[config.mk]
export PLATFORM = sky130hd
export DESIGN_NAME = ctc_greedy_utf8_decoder
export DESIGN_NICKNAME = d
export VERILOG_FILES = /design/src/rtl/ctcg_pkg.sv /design/src/rtl/ctcg_div.sv /design/src/rtl/ctc_greedy_utf8_decoder.sv
export SDC_FILE = /design/constraint.sdc
export NUM_CORES = 1
export LEC_CHECK = 0
export BUFFER_PORTS_ARGS = -buffer_cell sky130_fd_sc_hd__buf_2
export CORE_MARGIN = 3
export CORE_UTILIZATION = 39
export DETAILED_ROUTE_END_ITERATION = 10
export SETUP_SLACK_MARGIN = 0.4
export SYNTH_ARGS = -nofsm -noshare
export SYNTH_HDL_FRONTEND = slang
export SYNTH_HIERARCHICAL = 1
export SYNTH_SLANG_ARGS = --single-unit
[constraint.sdc]
create_clock -name clk -period 4 [get_ports clk]
set_input_delay 0.6 -clock clk [delete_from_list [all_inputs] [get_ports clk]]
set_output_delay 0.6 -clock clk [all_outputs]
set_load 0.05 [all_outputs]
[src/rtl/ctcg_pkg.sv]
// ----------------------------------------------------------------------------
// ctcg_pkg
// Shared types, codes and UTF-8 encoding helpers for the CTC greedy decoder.
// ----------------------------------------------------------------------------
package ctcg_pkg;

	// result kinds
	localparam logic KIND_BYTE = 1'b0;
	localparam logic KIND_CONF = 1'b1;

	// code point range limits per encoded length
	localparam logic [20:0] CP_MAX_1 = 21'h00007F;
	localparam logic [20:0] CP_MAX_2 = 21'h0007FF;
	localparam logic [20:0] CP_MAX_3 = 21'h00FFFF;
	localparam logic [20:0] CP_MAX_4 = 21'h10FFFF;

	// lead and continuation byte marks
	localparam logic [7:0] LEAD_2 = 8'hC0;
	localparam logic [7:0] LEAD_3 = 8'hE0;
	localparam logic [7:0] LEAD_4 = 8'hF0;
	localparam logic [7:0] CONT   = 8'h80;

	// payload masks
	localparam logic [7:0] MASK_CONT = 8'h3F;
	localparam logic [7:0] MASK_L2   = 8'h1F;
	localparam logic [7:0] MASK_L3   = 8'h0F;
	localparam logic [7:0] MASK_L4   = 8'h07;

	// status from the iterative divider
	typedef struct packed {
		logic busy;
		logic done;
	} div_stat_t;

	// number of bytes for a code point, zero when out of range
	function automatic logic [2:0] utf8_len(input logic [20:0] c);
		logic [2:0] n;
		if (c <= CP_MAX_1) begin
			n = 3'd1;
		end else if (c <= CP_MAX_2) begin
			n = 3'd2;
		end else if (c <= CP_MAX_3) begin
			n = 3'd3;
		end else if (c <= CP_MAX_4) begin
			n = 3'd4;
		end else begin
			n = 3'd0;
		end
		return n;
	endfunction

	// continuation byte holding six payload bits
	function automatic logic [7:0] utf8_cont(input logic [5:0] bits);
		return CONT | ({2'b00, bits} & MASK_CONT);
	endfunction

	// byte number idx of the encoding of c with length n
	function automatic logic [7:0] utf8_byte(input logic [20:0] c, input logic [2:0] n,
		input logic [1:0] idx);
		logic [7:0] b;
		b = 8'h00;
		unique case (n)
			3'd1: begin
				b = c[7:0];
			end
			3'd2: begin
				unique case (idx)
					2'd0:    b = LEAD_2 | ({3'b000, c[10:6]} & MASK_L2);
					default: b = utf8_cont(c[5:0]);
				endcase
			end
			3'd3: begin
				unique case (idx)
					2'd0:    b = LEAD_3 | ({4'b0000, c[15:12]} & MASK_L3);
					2'd1:    b = utf8_cont(c[11:6]);
					default: b = utf8_cont(c[5:0]);
				endcase
			end
			3'd4: begin
				unique case (idx)
					2'd0: b = LEAD_4 | ({5'b00000, c[20:18]} & MASK_L4);
					2'd1: b = utf8_cont(c[17:12]);
					2'd2: b = utf8_cont(c[11:6]);
					2'd3: b = utf8_cont(c[5:0]);
				endcase
			end
			default: b = 8'h00;
		endcase
		return b;
	endfunction

endpackage

[src/rtl/ctcg_div.sv]
// ----------------------------------------------------------------------------
// ctcg_div
// Radix-2 restoring divider, one quotient bit per cycle.
// ----------------------------------------------------------------------------
module ctcg_div #(
	parameter int SW = 25,
	parameter int CW = 10
) (
	input  logic                  clk,
	input  logic                  arst_n,
	input  logic                  start,
	input  logic [SW-1:0]         dividend,
	input  logic [CW-1:0]         divisor,
	output logic [SW-1:0]         quotient,
	output ctcg_pkg::div_stat_t   stat
);
	import ctcg_pkg::*;

	localparam int SCW = (SW > 1) ? $clog2(SW) : 1;

	logic            busy_q;
	logic [SCW-1:0]  step_q;
	logic [CW-1:0]   rem_q;
	logic [CW-1:0]   dsr_q;
	logic [SW-1:0]   quo_q;
	logic [CW:0]     trial;
	logic            ge;
	logic [CW:0]     rem_n;
	logic            done;

	// shift in the next dividend bit and try a subtract
	assign trial = {rem_q, quo_q[SW-1]};
	assign ge    = trial >= {1'b0, dsr_q};
	assign rem_n = ge ? (trial - {1'b0, dsr_q}) : trial;
	assign done  = busy_q && (step_q == SCW'(SW - 1));

	always_ff @(posedge clk or negedge arst_n) begin
		if (!arst_n) begin
			busy_q <= 1'b0;
			step_q <= '0;
		end else if (start) begin
			busy_q <= 1'b1;
			step_q <= '0;
		end else if (busy_q) begin
			step_q <= step_q + SCW'(1);
			if (done) begin
				busy_q <= 1'b0;
			end
		end
	end

	always_ff @(posedge clk) begin
		if (start) begin
			rem_q <= '0;
			dsr_q <= divisor;
			quo_q <= dividend;
		end else if (busy_q) begin
			rem_q <= rem_n[CW-1:0];
			quo_q <= {quo_q[SW-2:0], ge};
		end
	end

	assign quotient  = quo_q;
	assign stat.busy = busy_q;
	assign stat.done = done;

	a_start_busy : assert property (@(posedge clk) disable iff (!arst_n)
		start |=> busy_q)
		else $error("divider not busy after start");
	a_done_idle : assert property (@(posedge clk) disable iff (!arst_n)
		(done && !start) |=> !busy_q)
		else $error("divider still busy after done");
	a_run_on : assert property (@(posedge clk) disable iff (!arst_n)
		(busy_q && !done) |=> busy_q)
		else $error("divider stopped early");

endmodule

[src/rtl/ctc_greedy_utf8_decoder.sv]
// ----------------------------------------------------------------------------
// ctc_greedy_utf8_decoder
// CTC greedy collapse of recognizer steps into UTF-8 bytes plus line confidence.
// ----------------------------------------------------------------------------
// a step is taken while idle, then its n bytes (0..4) leave one per cycle while the output is free
// a new step is taken only once the single byte sequencer is back in idle
// line end: the sequencer starts the radix-2 divider, waits for it, then loads confidence
// reset: arst_n clears sequencer, output valid and line state; no clearing pass
module ctc_greedy_utf8_decoder #(
	parameter int MAX_STEPS      = 512,
	parameter int PROB_FRAC_BITS = 16
) (
	input  logic                       clk,
	input  logic                       arst_n,
	// step request
	input  logic                       in_valid,
	output logic                       in_ready,
	input  logic signed [21:0]         code_point,
	input  logic [PROB_FRAC_BITS-1:0]  step_prob,
	input  logic                       seq_last,
	// result request
	output logic                       out_valid,
	input  logic                       out_ready,
	output logic                       kind,
	output logic [7:0]                 utf8_byte,
	output logic                       char_end,
	output logic [PROB_FRAC_BITS-1:0]  confidence
);
	import ctcg_pkg::*;

	// count and sum widths follow the line length bound
	localparam int LW = $clog2(MAX_STEPS);
	localparam int CW = LW + 1;
	localparam int SW = PROB_FRAC_BITS + LW;

	typedef enum logic [2:0] {
		ST_IDLE,
		ST_EMIT,
		ST_DIV_START,
		ST_DIV_WAIT,
		ST_CONF
	} state_t;

	state_t                     state_q;

	// line state
	logic [20:0]                prev_code_q;
	logic                       prev_blank_q;
	logic [SW-1:0]              sum_q;
	logic [CW-1:0]              cnt_q;

	// current step being emitted
	logic [20:0]                code_q;
	logic [2:0]                 len_q;
	logic [1:0]                 idx_q;
	logic                       last_q;

	// output register
	logic                       out_valid_q;
	logic                       kind_q;
	logic [7:0]                 byte_q;
	logic                       end_q;
	logic [PROB_FRAC_BITS-1:0]  conf_q;

	// step decode
	logic                       in_fire;
	logic                       blank;
	logic [20:0]                code;
	logic [2:0]                 len;
	logic                       do_emit;
	logic [SW:0]                sum_add;
	logic [SW-1:0]              sum_next;
	logic [CW-1:0]              cnt_next;
	logic                       load_en;
	logic                       out_load;
	logic                       idx_at_end;

	// divider link
	logic                       div_start;
	logic [CW-1:0]              divisor;
	logic [SW-1:0]              quotient;
	div_stat_t                  div_stat;
	logic [PROB_FRAC_BITS-1:0]  conf_sat;

	assign in_ready = (state_q == ST_IDLE);
	assign in_fire  = in_valid && in_ready;

	// sign bit marks a blank step
	assign blank   = code_point[21];
	assign code    = code_point[20:0];
	assign len     = utf8_len(code);
	assign do_emit = (prev_blank_q || (code != prev_code_q)) && (len != 3'd0);

	// saturating accumulation
	assign sum_add  = {1'b0, sum_q} + {{(SW + 1 - PROB_FRAC_BITS){1'b0}}, step_prob};
	assign sum_next = sum_add[SW] ? {SW{1'b1}} : sum_add[SW-1:0];
	assign cnt_next = (cnt_q == {CW{1'b1}}) ? cnt_q : (cnt_q + CW'(1));

	// output register can take a new result
	assign load_en    = !out_valid_q || out_ready;
	assign out_load   = load_en && ((state_q == ST_EMIT) || (state_q == ST_CONF));
	assign idx_at_end = (idx_q == 2'(len_q - 3'd1));

	// empty line divides by one
	assign div_start = (state_q == ST_DIV_START);
	assign divisor   = (cnt_q == '0) ? CW'(1) : cnt_q;

	// quotient clamps to the largest probability
	generate
		if (SW > PROB_FRAC_BITS) begin : g_clamp
			assign conf_sat = (|quotient[SW-1:PROB_FRAC_BITS]) ? {PROB_FRAC_BITS{1'b1}}
				: quotient[PROB_FRAC_BITS-1:0];
		end else begin : g_noclamp
			assign conf_sat = quotient[PROB_FRAC_BITS-1:0];
		end
	endgenerate

	ctcg_div #(
		.SW (SW),
		.CW (CW)
	) u_div (
		.clk      (clk),
		.arst_n   (arst_n),
		.start    (div_start),
		.dividend (sum_q),
		.divisor  (divisor),
		.quotient (quotient),
		.stat     (div_stat)
	);

	// sequencer, line state and output register
	always_ff @(posedge clk or negedge arst_n) begin
		if (!arst_n) begin
			state_q      <= ST_IDLE;
			prev_code_q  <= '0;
			prev_blank_q <= 1'b1;
			sum_q        <= '0;
			cnt_q        <= '0;
			code_q       <= '0;
			len_q        <= '0;
			idx_q        <= '0;
			last_q       <= 1'b0;
			out_valid_q  <= 1'b0;
			kind_q       <= KIND_BYTE;
			byte_q       <= '0;
			end_q        <= 1'b0;
			conf_q       <= '0;
		end else begin
			// new result loaded, or result taken and nothing new loaded
			if (out_load) begin
				out_valid_q <= 1'b1;
			end else if (out_ready) begin
				out_valid_q <= 1'b0;
			end
			unique case (state_q)
				ST_IDLE: begin
					if (in_fire) begin
						code_q <= code;
						len_q  <= len;
						idx_q  <= 2'd0;
						last_q <= seq_last;
						if (!blank) begin
							sum_q        <= sum_next;
							cnt_q        <= cnt_next;
							prev_code_q  <= code;
							prev_blank_q <= 1'b0;
						end else begin
							prev_blank_q <= 1'b1;
						end
						if (!blank && do_emit) begin
							state_q <= ST_EMIT;
						end else if (seq_last) begin
							state_q <= ST_DIV_START;
						end
					end
				end
				ST_EMIT: begin
					// one byte per free output slot
					if (load_en) begin
						kind_q      <= KIND_BYTE;
						byte_q      <= ctcg_pkg::utf8_byte(code_q, len_q, idx_q);
						end_q       <= idx_at_end;
						conf_q      <= '0;
						idx_q       <= idx_q + 2'd1;
						if (idx_at_end) begin
							state_q <= last_q ? ST_DIV_START : ST_IDLE;
						end
					end
				end
				ST_DIV_START: begin
					// divider latches sum and count, line state clears
					prev_code_q  <= '0;
					prev_blank_q <= 1'b1;
					sum_q        <= '0;
					cnt_q        <= '0;
					state_q      <= ST_DIV_WAIT;
				end
				ST_DIV_WAIT: begin
					if (div_stat.done) begin
						state_q <= ST_CONF;
					end
				end
				ST_CONF: begin
					if (load_en) begin
						kind_q      <= KIND_CONF;
						byte_q      <= 8'h00;
						end_q       <= 1'b0;
						conf_q      <= conf_sat;
						state_q     <= ST_IDLE;
					end
				end
				default: begin
					state_q <= ST_IDLE;
				end
			endcase
		end
	end

	assign out_valid  = out_valid_q;
	assign kind       = kind_q;
	assign utf8_byte  = byte_q;
	assign char_end   = end_q;
	assign confidence = conf_q;

	a_last_leaves_idle : assert property (@(posedge clk) disable iff (!arst_n)
		(in_fire && seq_last) |=> (state_q != ST_IDLE))
		else $error("line end step did not start confidence");
	a_line_cleared : assert property (@(posedge clk) disable iff (!arst_n)
		(state_q == ST_DIV_START) |=> (cnt_q == '0 && sum_q == '0 && prev_blank_q))
		else $error("line state not cleared");
	a_idx_in_range : assert property (@(posedge clk) disable iff (!arst_n)
		(state_q == ST_EMIT) |-> ({1'b0, idx_q} < len_q))
		else $error("byte index past encoded length");
	a_done_when_waiting : assert property (@(posedge clk) disable iff (!arst_n)
		div_stat.done |-> (state_q == ST_DIV_WAIT))
		else $error("divider finished outside wait");

endmodule

==> out/results.tsv, run 1 <==
metric	value	unit
clk buf depth	2	
clock period minus worst slack	2.86	ns
vias in the first global route	6521	
H-Tree Depth	4	
clock tree root buffer cell	clkbuf_16	
global routing usage on met3	0.0382	
nets	996	
pre-CTS setup slack	0.841	ns
met1 usage	0.238	
crit path DAT	3.20	ns
ANT cells	0	
gr busiest metal	met2	
fmax	350	MHz
Initial Utilization	0.402	
Remaining DRCs	0	
# hold bufs at CTS	0	
antenna violations before repair	0	
endpoints failing hold	0	
final count of negative-setup-slack endpoints	0	
I/O pin count	71	
clock-pin slew on the worst setup and hold paths	0.07	ns
unrepaired setup endpoints after global routing	no	
core box area	22100	sq um
syn avg cell area	10.4	sq um
worst hold slack	0.152	ns
post-CTS setup buffers	0	
Setup crit end kind	flip-flop	
Fin Setup TNS	0	ns
clock latency on the worst-skew pair	0.43	ns
post-route setup slack	1.14	ns
Final ANT Viol Nets	0	
YS warnings	6	
final wirelength	20700	um
Worst Tran Pin Value	1.19	ns
1st-iter DRT viols	513	
vias per inst	5.54	
layout cells sized above 1	0.189	
commonest non-fill, non-tap cell in the layout	dfrtp_1	
GRT Overall Usage	0.172	
Die Width	157	um
Crit-path slowest cell	o21ai_0	
met2 GRT Util	0.272	
Worst Path Buf+Inv	1	
vias post-DR	6678	
crit share post-route	0.715	
critical-path cell list	ha_1 -> a21oi_1 -> o21ai_0 -> o311a_4 -> o21a_4 -> nand4b_1 -> buf_4 -> o211ai_1	
CP peak stage delay	0.51	ns
Final Core Density	0.457	
total chip power	6910	uW
CP max FO	12	
Layout Skew	0.00873	ns
port bufs	70	
WL per Instance	17.2	um
synthesized cell area	8870	sq um
remaining global-route overflow	0	
most frequent cells in the layout	dfrtp_1 (119), nand2_1 (80), buf_2 (69), nor2_1 (68), o21ai_0 (54)	
first-pass GRT wire length	34000	um
pin count of the biggest net entering global routing	61	
Min-Delay Path Class	in -> async	
post-synthesis cell count	857	
CTS resizes	0	
Rows	54	
Die Span Y	157	um
startpoint types	flip-flop	
TritonCTS Buffers	17	
status	finished, final reports clean	
Final GP Congestion	0.841	
Worst EP required	4.34	ns
crit-path leading delay family	compound AO/OA/AOI/OAI gates	
pwr dens	685	nW/um^2
CTS tree	built	
Syn-to-layout area delta	13.7	%
Mapped Nets	941	
Max IR drop VDD	0.308	mV
Die ar.	24600	sq um
HPWL Detailed	14400	um
critical path class	reg -> reg	
CTS sink count	165	
# Max-Cap Violations	0	
leakage power	0.00461	uW
Slew headroom	0.208	
Slew Limit Fails	0	
DR pass1 iterations	6	
## final cells by class
type	instances	area, sq um
flip-flops and latches	165	4260
multi-input cells	617	4350
fillers	2122	12000
inverters	32	120
well taps	280	350
clock buffers	19	464
repair buffers	79	420
clock inverters	13	124
## through the flow
step           std cells  area, sq um
6_report            1205        10100
5_1_grt             1205        10100
4_1_cts             1205        10100
3_5_place_dp        1173         9500
3_3_place_gp        1173         9500
2_1_floorplan        857         8870
## final timing paths
kind | startpoint | endpoint | slack (ns) | cells past startpoint
max | sum_q[6]$_DFFE_PN0P_ | sum_q[1]$_DFFE_PN0P_ | 1.14 | 8
min | arst_n | confidence[12]$_DFFE_PN0P_ | 0.15 | 1
max reg2reg | sum_q[6]$_DFFE_PN0P_ | sum_q[1]$_DFFE_PN0P_ | 1.14 | 8
min reg2reg | confidence[6]$_DFFE_PN0P_ | confidence[6]$_DFFE_PN0P_ | 0.47 | 2
max in group asynchronous | arst_n | prev_blank_q$_DFFE_PN1P_ | 2.97 | 2
min in group clk | code_point[5] | prev_code_q[5]$_DFFE_PN0P_ | 0.43 | 2
## registers in the layout (all words and copies together), names as in the netlist, 2 cells and up
register	flops
u_div/dsr_q	10
confidence	16
utf8_byte	8
idx_q	2
len_q	3
u_div/rem_q	10
u_div/quotient	25
sum_q	25
code_q	21
prev_code_q	21
u_div/step_q	5
cnt_q	10
state_q	3
## routing by layer
metal	vias up	part of all wire
li1	3263	-
met1	3228	0.48
met2	174	0.47
met3	13	0.046
met4	0	0.010
met5	-	0
## power breakdown
group | switching (uW) | internal (uW)
Sequential | 389 | 2210
Combinational | 1610 | 1060
Clock | 758 | 881
(Power assumes the default switching activity.)
==> inputs of run 2 (changes only) <==
Clock period 4 ns to 2.85 ns, I/O delays scaled along.
==> out/results.tsv, run 2 (synthesized netlist as in run 1, its figures left out) <==
metric	value	unit
GRT Overall Usage	0.169	
Remaining DRCs	0	
Slew Limit Fails	0	
clock period minus worst slack	2.39	ns
CTS sink count	165	
final wirelength	20400	um
Worst Path Buf+Inv	2	
CP peak stage delay	0.43	ns
WL per Instance	16.8	um
first-pass GRT wire length	33600	um
vias post-DR	6689	
HPWL Detailed	14200	um
# Max-Cap Violations	0	
Die Span Y	157	um
port bufs	70	
area of the multi-input gates	4420	sq um
Max IR drop VDD	0.436	mV
Die ar.	24600	sq um
Worst EP required	3.14	ns
fmax	419	MHz
Setup crit end kind	flip-flop	
Die Width	157	um
Logic pwr share	0.386	
nets	1005	
Final ANT Viol Nets	0	
crit share post-route	0.838	
H-Tree Depth	4	
most frequent cells in the layout	dfrtp_1 (119), nand2_1 (80), buf_2 (69), nor2_1 (68), o21ai_0 (51)	
CTS tree	built	
unrepaired setup endpoints after global routing	no	
Syn-to-layout area delta	15.7	%
crit-path leading delay family	compound AO/OA/AOI/OAI gates	
critical path class	reg -> reg	
final count of negative-setup-slack endpoints	0	
Rows	54	
pin count of the biggest net entering global routing	53	
pwr dens	944	nW/um^2
NetSw	3830	uW
clk buf depth	2	
Final GP Congestion	0.851	
Min-Delay Path Class	in -> async	
sw frac	0.395	
Worst Tran Pin Value	0.998	ns
clock tree root buffer cell	clkbuf_16	
1st-iter DRT viols	523	
clock latency on the worst-skew pair	0.43	ns
fillcell total	2032	
vias per inst	5.51	
ANT cells	0	
status	finished with violations	
layout cells sized above 1	0.212	
Slew headroom	0.335	
worst hold slack	-0.0110	ns
Internal	5870	uW
endpoints failing hold	3	
Crit-path slowest cell	dfrtp_1	
core box area	22100	sq um
Reg power frac	0.377	
CP max FO	11	
violated checks	negative hold slack	
remaining global-route overflow	0	
startpoint types	flip-flop	
antenna violations before repair	1	
# hold bufs at CTS	0	
DR pass1 iterations	6	
Initial Utilization	0.402	
crit path DAT	2.68	ns
register area	4260	sq um
Fin Setup TNS	0	ns
clock power share	0.237	
commonest non-fill, non-tap cell in the layout	dfrtp_1	
vias in the first global route	6482	
critical-path cell list	ha_1 -> a21oi_2 -> nand4b_1 -> a21oi_2 -> o311a_4 -> o21a_4 -> nand4b_1 -> buf_4 -> buf_12 -> o211ai_1	
Layout Skew	0.00953	ns
leakage power	0.00468	uW
TritonCTS Buffers	17	
clock-pin slew on the worst setup and hold paths	0.07	ns
I/O pin count	71	
==> run 2: cell count changes in the layout (fill, tap and decap cells not counted), moves of 2 or more <==
cell,change
a21oi_1,-4
o21ai_1,+2
buf_12,+2
buf_4,+6
a21oi_2,+4
ha_2,+4
ha_1,-5
clkinv_4,+2
o21ai_0,-3
==> run 2: routing by layer <==
layer	up-vias	track usage	part of all wire
li1	3288	-	-
met1	3236	0.239	0.49
met2	144	0.266	0.46
met3	19	0.0329	0.045
met4	2	0.0434	0.011
met5	-	0	0.00064
==> run 2: power groups by stage <==
stage          clock (uW)  combinational (uW)  sequential (uW)
2_1_floorplan           0                2730             3700
3_5_place_dp            0                3710             3700
6_report             2300                3740             3660
5_1_grt              2470                4230             3740
3_3_place_gp            0                3670             3690
4_1_cts              2360                3730             3650
==> run 2: layout make-up <==
class,instances,share of cell area
clock buffer,17,0.0414
clock inverter,15,0.0157
inverter,32,0.0121
multi-input combinational,617,0.431
sequential,165,0.414
tap,280,0.0341
timing repair buffer,88,0.0517
==> run 2: worst paths after layout <==
kind	startpoint	to	slack [ns]	cells past startpoint
setup / recovery	sum_q[1]$_DFFE_PN0P_	sum_q[1]$_DFFE_PN0P_	0.46	10
min in group clk	code_point[6]	prev_code_q[6]$_DFFE_PN0P_	0.26	2
hold reg to reg	confidence[2]$_DFFE_PN0P_	confidence[2]$_DFFE_PN0P_	0.47	2
max in group asynchronous	arst_n	prev_blank_q$_DFFE_PN1P_	2.10	2
hold / removal	arst_n	confidence[13]$_DFFE_PN0P_	-0.01	1
setup reg to reg	sum_q[1]$_DFFE_PN0P_	sum_q[1]$_DFFE_PN0P_	0.46	10
==> run 2: repair_timing <==
item                                    CTS  global route
gates resized for setup                   1            16
setup buffers                             0             3
endpoints found under the setup margin    1            28
pin swaps                                 0             4
cloned                                    0             1
==> run 2: stage by stage <==
| stage | util | worst slack, ns | area (sq um) | std cells | total power [uW] |
|---|---|---|---|---|---|
| 2_1_floorplan | - | 0.500 | 8880 | 857 | 6430 |
| 3_3_place_gp | 0.433 | 0.297 | 9570 | 1178 | 7360 |
| 3_5_place_dp | 0.433 | 0.251 | 9570 | 1178 | 7410 |
| 4_1_cts | 0.460 | 0.406 | 10200 | 1210 | 9750 |
| 5_1_grt | 0.465 | 0.393 | 10300 | 1214 | 10400 |
| 6_report | 0.465 | 0.461 | 10300 | 1214 | 9690 |
